==> config.mk <==
export PLATFORM = sky130hd
export DESIGN_NAME = voxel_face_mesher_with_ao
export DESIGN_NICKNAME = d
export VERILOG_FILES = /design/src/sv/vfm_pkg.sv /design/src/sv/vfm_front.sv /design/src/sv/vfm_queue.sv /design/src/sv/vfm_back.sv /design/src/sv/voxel_face_mesher_with_ao.sv
export SDC_FILE = /design/constraint.sdc
export NUM_CORES = 1
export LEC_CHECK = 0
export BUFFER_PORTS_ARGS = -buffer_cell sky130_fd_sc_hd__buf_2
export CORE_MARGIN = 2
export CORE_UTILIZATION = 50
export CTS_CLUSTER_SIZE = 12
export DETAILED_ROUTE_END_ITERATION = 6
export PLACE_DENSITY = 0.77
export SETUP_SLACK_MARGIN = 0.2
export SYNTH_ARGS = -nofsm -noshare
export SYNTH_HDL_FRONTEND = slang
export SYNTH_HIERARCHICAL = 1
export SYNTH_SLANG_ARGS = --single-unit
==> constraint.sdc <==
create_clock -name clk -period 5.5 [get_ports clk]
set_input_delay 0.55 -clock clk [delete_from_list [all_inputs] [get_ports clk]]
set_output_delay 0.55 -clock clk [all_outputs]
set_load 0.02 [all_outputs]
==> src/sv/vfm_pkg.sv <==
// package: types, tables and helpers shared by the voxel face mesher modules
`default_nettype none

package vfm_pkg;

    // field widths
    localparam int TYPE_W   = 8;
    localparam int POS_W    = 5;
    localparam int MASK_W   = 27;
    localparam int COORD_W  = 6;
    localparam int FACE_W   = 3;
    localparam int AO_W     = 2;
    localparam int VTX_W    = 3;
    localparam int CORNER_W = 2;

    localparam int NUM_FACES = 6;
    localparam int RING_N    = 8;
    localparam int NUM_CORN  = 4;

    // stream widths: in = type, x, y, z, mask, padded to bytes
    localparam int S_TDATA_W = 56;
    localparam int M_TDATA_W = 32;

    // last vertex of a face
    localparam logic [VTX_W-1:0] LAST_VTX = VTX_W'(5);

    // queue between front and back
    localparam int Q_DEPTH = 2;
    localparam int Q_AW    = 1;

    // per face: normal offset (x,y,z) and in-plane axes (0=x, 1=y, 2=z)
    localparam int FACE_NORM [NUM_FACES][3] = '{
        '{0, 1, 0}, '{0, -1, 0}, '{1, 0, 0}, '{-1, 0, 0}, '{0, 0, -1}, '{0, 0, 1}};
    localparam int FACE_UAX [NUM_FACES] = '{0, 0, 1, 1, 1, 1};
    localparam int FACE_VAX [NUM_FACES] = '{2, 2, 2, 2, 0, 0};

    // eight in-plane neighbors as (du, dv)
    localparam int RING [RING_N][2] = '{
        '{0, -1}, '{-1, -1}, '{-1, 0}, '{-1, 1}, '{0, 1}, '{1, 1}, '{1, 0}, '{1, -1}};

    // quad corner offsets per face, bit 2 = x, bit 1 = y, bit 0 = z
    localparam logic [2:0] CORNER [NUM_FACES][NUM_CORN] = '{
        '{3'b010, 3'b110, 3'b111, 3'b011},
        '{3'b000, 3'b100, 3'b101, 3'b001},
        '{3'b100, 3'b110, 3'b111, 3'b101},
        '{3'b000, 3'b010, 3'b011, 3'b001},
        '{3'b000, 3'b010, 3'b110, 3'b100},
        '{3'b001, 3'b011, 3'b111, 3'b101}};

    // corner emission order per face and flip
    localparam logic [CORNER_W-1:0] ORDER [NUM_FACES][2][6] = '{
        '{'{2'd0, 2'd3, 2'd2, 2'd0, 2'd2, 2'd1}, '{2'd1, 2'd0, 2'd3, 2'd1, 2'd3, 2'd2}},
        '{'{2'd0, 2'd2, 2'd3, 2'd0, 2'd1, 2'd2}, '{2'd1, 2'd3, 2'd0, 2'd1, 2'd2, 2'd3}},
        '{'{2'd0, 2'd1, 2'd2, 2'd0, 2'd2, 2'd3}, '{2'd3, 2'd0, 2'd1, 2'd3, 2'd1, 2'd2}},
        '{'{2'd0, 2'd2, 2'd1, 2'd0, 2'd3, 2'd2}, '{2'd3, 2'd1, 2'd0, 2'd3, 2'd2, 2'd1}},
        '{'{2'd0, 2'd1, 2'd2, 2'd0, 2'd2, 2'd3}, '{2'd3, 2'd0, 2'd1, 2'd3, 2'd1, 2'd2}},
        '{'{2'd0, 2'd2, 2'd1, 2'd0, 2'd3, 2'd2}, '{2'd3, 2'd1, 2'd0, 2'd3, 2'd2, 2'd1}}};

    // classified voxel as held in the queue
    typedef struct packed {
        logic [TYPE_W-1:0]                     vtype;
        logic [POS_W-1:0]                      px;
        logic [POS_W-1:0]                      py;
        logic [POS_W-1:0]                      pz;
        logic [NUM_FACES-1:0]                  vis;
        logic [NUM_FACES-1:0]                  flip;
        logic [NUM_FACES-1:0][NUM_CORN-1:0][AO_W-1:0] ao;
    } vfm_entry_t;

    // mask bit of the face neighbor
    function automatic int norm_bit(input int f);
        int dx;
        int dy;
        int dz;
        dx = FACE_NORM[f][0];
        dy = FACE_NORM[f][1];
        dz = FACE_NORM[f][2];
        return (dx + 1) + 3 * (dz + 1) + 9 * (dy + 1);
    endfunction

    // mask bit of ring neighbor k around the face neighbor
    function automatic int ring_bit(input int f, input int k);
        int d [3];
        d[0] = FACE_NORM[f][0];
        d[1] = FACE_NORM[f][1];
        d[2] = FACE_NORM[f][2];
        d[FACE_UAX[f]] = d[FACE_UAX[f]] + RING[k][0];
        d[FACE_VAX[f]] = d[FACE_VAX[f]] + RING[k][1];
        return (d[0] + 1) + 3 * (d[2] + 1) + 9 * (d[1] + 1);
    endfunction

endpackage

`default_nettype wire

==> src/sv/vfm_front.sv <==
// front: wraps the position, finds visible faces, corner ao and flip per face
`default_nettype none

module vfm_front
    import vfm_pkg::*;
#(
    parameter int CHUNK_EDGE = 32
)
(
    input  wire logic [TYPE_W-1:0] vtype,
    input  wire logic [POS_W-1:0]  px,
    input  wire logic [POS_W-1:0]  py,
    input  wire logic [POS_W-1:0]  pz,
    input  wire logic [MASK_W-1:0] mask,
    output vfm_entry_t             entry,
    output logic                   keep
);

    logic [POS_W-1:0] wrap_tab [2**POS_W];
    logic [NUM_FACES-1:0][RING_N-1:0] open_nb;
    logic [NUM_FACES-1:0][NUM_CORN-1:0][AO_W-1:0] ao;
    logic [NUM_FACES-1:0] vis;
    logic [NUM_FACES-1:0] flip;

    // coordinate wrap table, filled at elaboration
    always_comb
    begin
        for (int i = 0; i < 2**POS_W; i++)
        begin
            wrap_tab[i] = POS_W'(i % CHUNK_EDGE);
        end
    end

    // open neighbors, visibility, corner ao and flip for every face
    always_comb
    begin
        for (int f = 0; f < NUM_FACES; f++)
        begin
            vis[f] = !mask[5'(norm_bit(f))];
            for (int k = 0; k < RING_N; k++)
            begin
                open_nb[f][k] = !mask[5'(ring_bit(f, k))];
            end
            ao[f][0] = AO_W'({1'b0, open_nb[f][0]} + {1'b0, open_nb[f][1]}
                             + {1'b0, open_nb[f][2]});
            ao[f][1] = AO_W'({1'b0, open_nb[f][6]} + {1'b0, open_nb[f][7]}
                             + {1'b0, open_nb[f][0]});
            ao[f][2] = AO_W'({1'b0, open_nb[f][4]} + {1'b0, open_nb[f][5]}
                             + {1'b0, open_nb[f][6]});
            ao[f][3] = AO_W'({1'b0, open_nb[f][2]} + {1'b0, open_nb[f][3]}
                             + {1'b0, open_nb[f][4]});
            flip[f] = ({1'b0, ao[f][1]} + {1'b0, ao[f][3]})
                    > ({1'b0, ao[f][0]} + {1'b0, ao[f][2]});
        end
    end

    // queue entry, dropped for empty or fully enclosed voxels
    always_comb
    begin
        entry.vtype = vtype;
        entry.px    = wrap_tab[px];
        entry.py    = wrap_tab[py];
        entry.pz    = wrap_tab[pz];
        entry.vis   = vis;
        entry.flip  = flip;
        entry.ao    = ao;
        keep        = (vtype != '0) && (vis != '0);
    end

endmodule

`default_nettype wire

==> src/sv/vfm_queue.sv <==
// queue: short register fifo of classified voxels between front and back
`default_nettype none

module vfm_queue
    import vfm_pkg::*;
(
    input  wire logic       clk,
    input  wire logic       rst_n,
    input  wire logic       push,
    input  wire vfm_entry_t push_data,
    output logic            full,
    input  wire logic       pop,
    output logic            head_valid,
    output vfm_entry_t      head_data
);

    vfm_entry_t        mem_reg [Q_DEPTH];
    logic [Q_AW-1:0]   wr_ptr_reg;
    logic [Q_AW-1:0]   wr_ptr_next;
    logic [Q_AW-1:0]   rd_ptr_reg;
    logic [Q_AW-1:0]   rd_ptr_next;
    logic [Q_AW:0]     count_reg;
    logic [Q_AW:0]     count_next;

    // status and head
    always_comb
    begin
        full       = (count_reg == (Q_AW+1)'(Q_DEPTH));
        head_valid = (count_reg != '0);
        head_data  = mem_reg[rd_ptr_reg];
    end

    // pointer and fill count update
    always_comb
    begin
        wr_ptr_next = push ? wr_ptr_reg + 1'b1 : wr_ptr_reg;
        rd_ptr_next = pop ? rd_ptr_reg + 1'b1 : rd_ptr_reg;
        count_next  = count_reg + (Q_AW+1)'(push) - (Q_AW+1)'(pop);
    end

    always_ff @(posedge clk or negedge rst_n)
    begin
        if (!rst_n)
        begin
            wr_ptr_reg <= '0;
            rd_ptr_reg <= '0;
            count_reg  <= '0;
        end
        else
        begin
            wr_ptr_reg <= wr_ptr_next;
            rd_ptr_reg <= rd_ptr_next;
            count_reg  <= count_next;
        end
    end

    // entry storage
    always_ff @(posedge clk)
    begin
        if (push)
        begin
            mem_reg[wr_ptr_reg] <= push_data;
        end
    end

endmodule

`default_nettype wire

==> src/sv/vfm_back.sv <==
// back: walks the visible faces of one voxel and emits six vertices per face
`default_nettype none

module vfm_back
    import vfm_pkg::*;
(
    input  wire logic                 clk,
    input  wire logic                 rst_n,
    input  wire logic                 head_valid,
    input  wire vfm_entry_t           head_data,
    output logic                      pop,
    output logic                      out_valid,
    input  wire logic                 out_ready,
    output logic [M_TDATA_W-1:0]      out_word,
    output logic                      out_last
);

    vfm_entry_t             cur_reg;
    logic                   cur_valid_reg;
    logic                   cur_valid_next;
    logic [NUM_FACES-1:0]   rem_reg;
    logic [NUM_FACES-1:0]   rem_next;
    logic [VTX_W-1:0]       vtx_reg;
    logic [VTX_W-1:0]       vtx_next;
    logic                   out_valid_reg;
    logic                   out_valid_next;
    logic [M_TDATA_W-1:0]   out_word_reg;
    logic                   out_last_reg;

    logic [FACE_W-1:0]      face;
    logic [NUM_FACES-1:0]   face_bit;
    logic [CORNER_W-1:0]    corn;
    logic [2:0]             offs;
    logic                   flip;
    logic [COORD_W-1:0]     vx;
    logic [COORD_W-1:0]     vy;
    logic [COORD_W-1:0]     vz;
    logic [M_TDATA_W-1:0]   word;
    logic                   step;
    logic                   fin_face;
    logic                   fin_item;
    logic                   load;

    // lowest remaining face
    always_comb
    begin
        face     = '0;
        face_bit = '0;
        for (int f = NUM_FACES - 1; f >= 0; f--)
        begin
            if (rem_reg[f])
            begin
                face     = FACE_W'(f);
                face_bit = NUM_FACES'(1) << f;
            end
        end
    end

    // vertex of the current face and step
    always_comb
    begin
        flip = cur_reg.flip[face];
        corn = ORDER[face][flip][vtx_reg];
        offs = CORNER[face][corn];
        vx   = {1'b0, cur_reg.px} + COORD_W'(offs[2]);
        vy   = {1'b0, cur_reg.py} + COORD_W'(offs[1]);
        vz   = {1'b0, cur_reg.pz} + COORD_W'(offs[0]);
        word = {vx, vy, vz, cur_reg.vtype, face, cur_reg.ao[face][corn], flip};
    end

    // sequencing
    always_comb
    begin
        step     = cur_valid_reg && (!out_valid_reg || out_ready);
        fin_face = step && (vtx_reg == LAST_VTX);
        fin_item = fin_face && ((rem_reg & ~face_bit) == '0);
        load     = head_valid && (!cur_valid_reg || fin_item);
        pop      = load;

        cur_valid_next = cur_valid_reg;
        rem_next       = rem_reg;
        vtx_next       = vtx_reg;
        if (load)
        begin
            cur_valid_next = 1'b1;
            rem_next       = head_data.vis;
            vtx_next       = '0;
        end
        else if (fin_item)
        begin
            cur_valid_next = 1'b0;
        end
        else if (fin_face)
        begin
            rem_next = rem_reg & ~face_bit;
            vtx_next = '0;
        end
        else if (step)
        begin
            vtx_next = vtx_reg + 1'b1;
        end

        if (step)
        begin
            out_valid_next = 1'b1;
        end
        else if (out_ready)
        begin
            out_valid_next = 1'b0;
        end
        else
        begin
            out_valid_next = out_valid_reg;
        end
    end

    always_ff @(posedge clk or negedge rst_n)
    begin
        if (!rst_n)
        begin
            cur_valid_reg <= 1'b0;
            rem_reg       <= '0;
            vtx_reg       <= '0;
            out_valid_reg <= 1'b0;
        end
        else
        begin
            cur_valid_reg <= cur_valid_next;
            rem_reg       <= rem_next;
            vtx_reg       <= vtx_next;
            out_valid_reg <= out_valid_next;
        end
    end

    // payload registers
    always_ff @(posedge clk)
    begin
        if (load)
        begin
            cur_reg <= head_data;
        end
        if (step)
        begin
            out_word_reg <= word;
            out_last_reg <= fin_item;
        end
    end

    // output register
    always_comb
    begin
        out_valid = out_valid_reg;
        out_word  = out_word_reg;
        out_last  = out_last_reg;
    end

endmodule

`default_nettype wire

==> src/sv/voxel_face_mesher_with_ao.sv <==
// top level of the voxel face mesher with ambient occlusion
//
//  channel  | dir | fields (lowest bit first)
//  ---------+-----+-----------------------------------------------------------
//  s_axis   | in  | tdata: voxel_type[7:0] pos_x[12:8] pos_y[17:13]
//           |     |        pos_z[22:18] solid_mask[49:23], zero pad to 56
//  m_axis   | out | tdata: vertex_word[31:0]; tlast: last vertex of the voxel
//
//  a voxel with n visible faces gives 6n vertices at one vertex per cycle
//  while the output is not stalled, from the back sequencer and its single
//  output register. empty or enclosed voxels are accepted but not queued and
//  give nothing. a two-entry queue lets the input keep accepting until it fills
//  while the output stalls. reset clears the queue, sequencer and output valid.
`default_nettype none

module voxel_face_mesher_with_ao
    import vfm_pkg::*;
#(
    parameter int CHUNK_EDGE = 32
)
(
    input  wire logic                 clk,
    input  wire logic                 rst_n,
    input  wire logic                 s_tvalid,
    output logic                      s_tready,
    // voxel_type, pos_x, pos_y, pos_z, solid_mask, zero pad
    input  wire logic [S_TDATA_W-1:0] s_tdata,
    output logic                      m_tvalid,
    input  wire logic                 m_tready,
    // vertex_word
    output logic [M_TDATA_W-1:0]      m_tdata,
    output logic                      m_tlast
);

    vfm_entry_t entry;
    vfm_entry_t head_data;
    logic       keep;
    logic       full;
    logic       push;
    logic       pop;
    logic       head_valid;

    // classify the incoming item
    vfm_front #(
        .CHUNK_EDGE (CHUNK_EDGE)
    ) u_front (
        .vtype (s_tdata[7:0]),
        .px    (s_tdata[12:8]),
        .py    (s_tdata[17:13]),
        .pz    (s_tdata[22:18]),
        .mask  (s_tdata[49:23]),
        .entry (entry),
        .keep  (keep)
    );

    // accept whenever the queue has room
    always_comb
    begin
        s_tready = !full;
        push     = s_tvalid && s_tready && keep;
    end

    vfm_queue u_queue (
        .clk        (clk),
        .rst_n      (rst_n),
        .push       (push),
        .push_data  (entry),
        .full       (full),
        .pop        (pop),
        .head_valid (head_valid),
        .head_data  (head_data)
    );

    // vertex emission
    vfm_back u_back (
        .clk        (clk),
        .rst_n      (rst_n),
        .head_valid (head_valid),
        .head_data  (head_data),
        .pop        (pop),
        .out_valid  (m_tvalid),
        .out_ready  (m_tready),
        .out_word   (m_tdata),
        .out_last   (m_tlast)
    );

endmodule

`default_nettype wire

==> out/qor_table.md <==
| Group | Quantity | This run |
| --- | --- | --- |
| sta | Final setup slack of the worst path | 1.108 ns |
| sta | Post-route fraction of the period consumed by the critical path | 79.86% |
| setup path | Worst flop-to-flop path startpoint | u_back/rem_reg[2] |
| pwr | Leakage dissipation | 5.138 nW |
| layout | Area overhead of the layout relative to synthesis | 10.30% |
| yosys | Cell accounting for the most synthesized area | edfxtp_1 |
| yosys | Number of synthesized flops with an enable pin | 276 |
| cts | Number of buffers on the longest clock path | 3 |
| routing | Sum of routed wire length over all layers | 19,270 µm |
| sta | Finish-stage setup viols | 0 |
| grt | Initial antenna violation count | 1 |
| routing | Detail Route Antenna Nets | 0 |
| cts | Count of instances resized after the clock tree is built | 0 |
| setup path | Arrival @ worst endpoint | 4.69 ns |
| pwr | Worst IR drop on VDD | 0.3887 mV |
| routing | Via density per instance | 5.157 |
| place | Hpwl dp | 12,000 µm |
| pwr | Switching power total | 2.357 mW |
| min path | Worst min-delay path startpoint | s_tdata[11] |
| min path | Number of stages on the worst hold path | 1 |
| layout | Count of non-filler cells in the finished layout | 1,140 |
| grt | Wire length of the first global-routing pass | 31,630 µm |
| sta | Fin. max-slew vios | 0 |
| yosys | Post-synthesis cell area | 12,360 µm² |
| routing | Detailed router's first-iteration violation count | 437 |
| cts | Insertion delay of the later-clocked pin in the worst-skew pair | 0.55 ns |
| grt | GRT Resource Usage Total | 15.42% |
| grt | Total gr overflow | 0 |
| sta | Slew at the pin with the worst max-slew slack | 1.020 ns |
| yosys | Share of synthesized flip-flops with an asynchronous set or reset | 5.155% |
| yosys | Share of synthesized area occupied by flip-flops and latches | 70.07% |
| setup path | Startpoint-to-endpoint class of the critical path | register to register |
| setup path | Worst-path maximum fanout | 20 |
| cts | Clock Sink Count | 291 |
| routing | Average routed wire per standard cell | 16.90 µm |
| yosys | Share of the synthesized area in the top cell type | 67.03% |
| cts | Clock root buffer master | clkbuf_16 |
| cts | # H-tree levels | 1 |
| pwr | Logic gate share of total power | 31.7% |
| min path | Worst hold path type | input port to register |
| floorplanning | Core area | 24,320 µm² |
| yosys | Number of instances in the synthesized netlist | 731 |
| yosys | Most frequent cell after synthesis | edfxtp_1 |
| setup path | Capture point of the worst reg-to-reg path | u_back/out_word[30] |
| place | Dpl ws | 1.138 ns |
| yosys | Most common library cells after synthesis | edfxtp_1, mux2_4, buf_4, inv_1 |
| floorplanning | Floorplan row count | 57 |
| sta | Headroom to the max-slew limit | 31.99% |
| floorplanning | I/O pins | 95 |
| cts | Number of buffers inserted during clock tree synthesis | 29 |
| sta | Final setup skew | 0.01010 ns |
| sta | Total Neg Setup Slack | 0 ns |
| pwr | Internal power | 5.146 mW |
| yosys | YS warnings | 6 |
| routing | DRC Markers | 0 |
| sta | Clock period minus final worst setup slack | 4.392 ns |
| floorplanning | Starting density of the core | 50.84% |
| floorplanning | Die outline area | 26,000 µm² |
| setup path | Worst reg2reg path depth | 15 |
| yosys | Top FF cell, synth | edfxtp_1 |
| yosys | Biggest area contributors in the synthesized netlist | edfxtp_1, mux2_4, buf_4, dfrtp_1, mux2_2 |
| layout | Net count of the finished layout | 888 |
| floorplanning | Die Height | 161.3 µm |
| sta | Final hold violations | 0 |
| setup path | Critical Path RT | 5.80 ns |
| layout | Layout cell share with drive strength beyond 1 | 26.99% |
| yosys | Mean instance size in the synthesized netlist | 16.91 µm² |
| pwr | Total power density per cell area | 550.2 nW/µm² |
| setup path | Crit path from | u_back/rem_reg[2] |
| sta | Max Clk Rate | 227.7 MHz |
| grt | Maximum number of pins on one net before global-route repair | 77 |
| layout | Max reg flops | 166 |
| min path | Capture endpoint of the worst hold path | u_queue/mem_reg[0][73] |
| yosys | Distinct cells, synth | 58 |
| place | Number of port buffers | 76 |
| pwr | Sequential power share | 45.1% |
| sta | Worst hold slack after final layout | 0.1896 ns |
| setup path | Worst Setup End Kind | register |
| grt | Number of global-route vias before repair | 6,192 |
| sta | Setup repair after global routing missed its margin | false |
| routing | Number of optimization iterations in the first detailed-route pass | 5 |
| pwr | Fraction of power consumed by the clock network | 23.2% |
| run | Max-capacitance violation count | 0 |
| routing | Number of vias after detailed routing | 5,879 |
| yosys | Total of flip-flops plus latches after synthesis | 291 |
| outcome | Status | finished, final reports clean |
| pwr | Share of total power consumed by net switching | 31.42% |
| cts | Clock transition time at the flip-flop clock pins of the worst setup and hold paths | 0.06 ns |
| floorplanning | Horizontal die dimension | 161.3 µm |
| place | Final weighted congestion in routability-driven placement | 0.7868 |
| place | Number of placed instances, taps included | 1,093 |
| cts | TritonCTS clock tree | done |
| setup path | Worst reg2reg setup slack | 1.11 ns |
| setup path | Kind of start point of the critical path | register |
per-layer routing:
layer / vias to the layer above / global-route usage (%) / share of wire [%] / routed length [µm]
met3: 36 / 2.286 / 4.1 / 798
met2: 124 / 26.98 / 51 / 9776
met5: - / 0 / 0 / 0
li1: 2776 / - / - / -
met1: 2943 / 20.14 / 43 / 8232
met4: 0 / 4.545 / 2.4 / 462
critical path: stages, from the launching register on:
cell and delay [ns]:
dfrtp_1 0.56, nor4_1 0.52, o21ai_1 0.12, buf_4 0.25, inv_1 0.11, nor2_1 0.06
a21oi_2 0.28, mux2_4 0.34, a2111oi_4 0.33, buf_4 0.24, nor3b_1 0.07, or4_1 0.57
ha_1 0.26, ha_1 0.23, nand3_1 0.11, xnor2_1 0.08
worst max path at each step:
stage | depth (start not counted) | slack, ns | end
finish | 15 | 1.11 | u_back/out_word[30]
CTS | 15 | 1.13 | u_back/out_word[30]
detailed placement | 15 | 1.14 | u_back/out_word[30]
global route | 15 | 0.80 | u_back/out_word[30]
global placement | 13 | 1.30 | u_back/out_word[28]
floorplan | 4 | 0.44 | u_queue/mem_reg[0][0]
what timing repair did:
action / 4_1_cts / 5_1_grt
hold endpoints to repair: 15 / 0
buffers inserted: 0 / 0
hold buffers: 1 / 0
power groups by stage:
stage / combinational (mW) / clock (mW) / sequential (mW)
2_1_floorplan: 1.84 / 0 / 3.37
3_3_place_gp: 2.29 / 0 / 3.40
3_5_place_dp: 2.38 / 0 / 3.43
4_1_cts: 2.40 / 1.78 / 3.39
5_1_grt: 2.59 / 1.87 / 3.44
6_report: 2.38 / 1.74 / 3.38
cell type report:
class | count | area [µm²]
Antenna cell | 1 | 2.502
Clock buffer | 40 | 787.0
Clock inverter | 5 | 42.54
Fill cell | 1814 | 10680
Inverter | 41 | 155.1
Multi-Input combinational cell | 349 | 3098
Sequential cell | 291 | 8667
Tap cell | 324 | 405.4
Timing Repair Buffer | 89 | 480.5
cells by family after synthesis:
| kind of cell | count (synthesis) | synth area share (%) |
|---|---|---|
| adders and majority gates | 27 | 3.461 |
| DFF | 291 | 70.07 |
| and+or+nand+nor | 98 | 4.109 |
| muxes | 103 | 11.05 |
| xor gates and xnor gates | 13 | 1.042 |
| AOI/OAI and AO/OA | 73 | 4.159 |
| other | 1 | 0.03033 |
| buffers and inverters | 125 | 6.082 |
through the flow:
stage	power, mW	utilization [%]	cell area, µm²
floorplan	5.208	-	12490
global placement	5.696	52.62	12800
detailed placement	5.812	52.62	12800
CTS	7.569	56.07	13640
global route	7.912	56.08	13640
finish	7.503	56.08	13640
cells in the final DEF, fill, tap and decap left out, types with 11 or more instances in the layout:
master / synthesis / layout
buf_4: 58 / 12
nor2b_1: 12 / 11
mux2i_1: 18 / 18
edfxtp_1: 276 / 276
buf_2: 4 / 76
mux2_2: 23 / 23
inv_1: 40 / 40
dfrtp_1: 15 / 14
nand2_1: 29 / 29
fa_1: 12 / 12
conb_1: 1 / 35
ha_1: 15 / 15
mux2_4: 61 / 61
a21oi_1: 29 / 29
nor2_1: 21 / 21
clkbuf_16: 0 / 29
(Power assumes the default switching activity.)
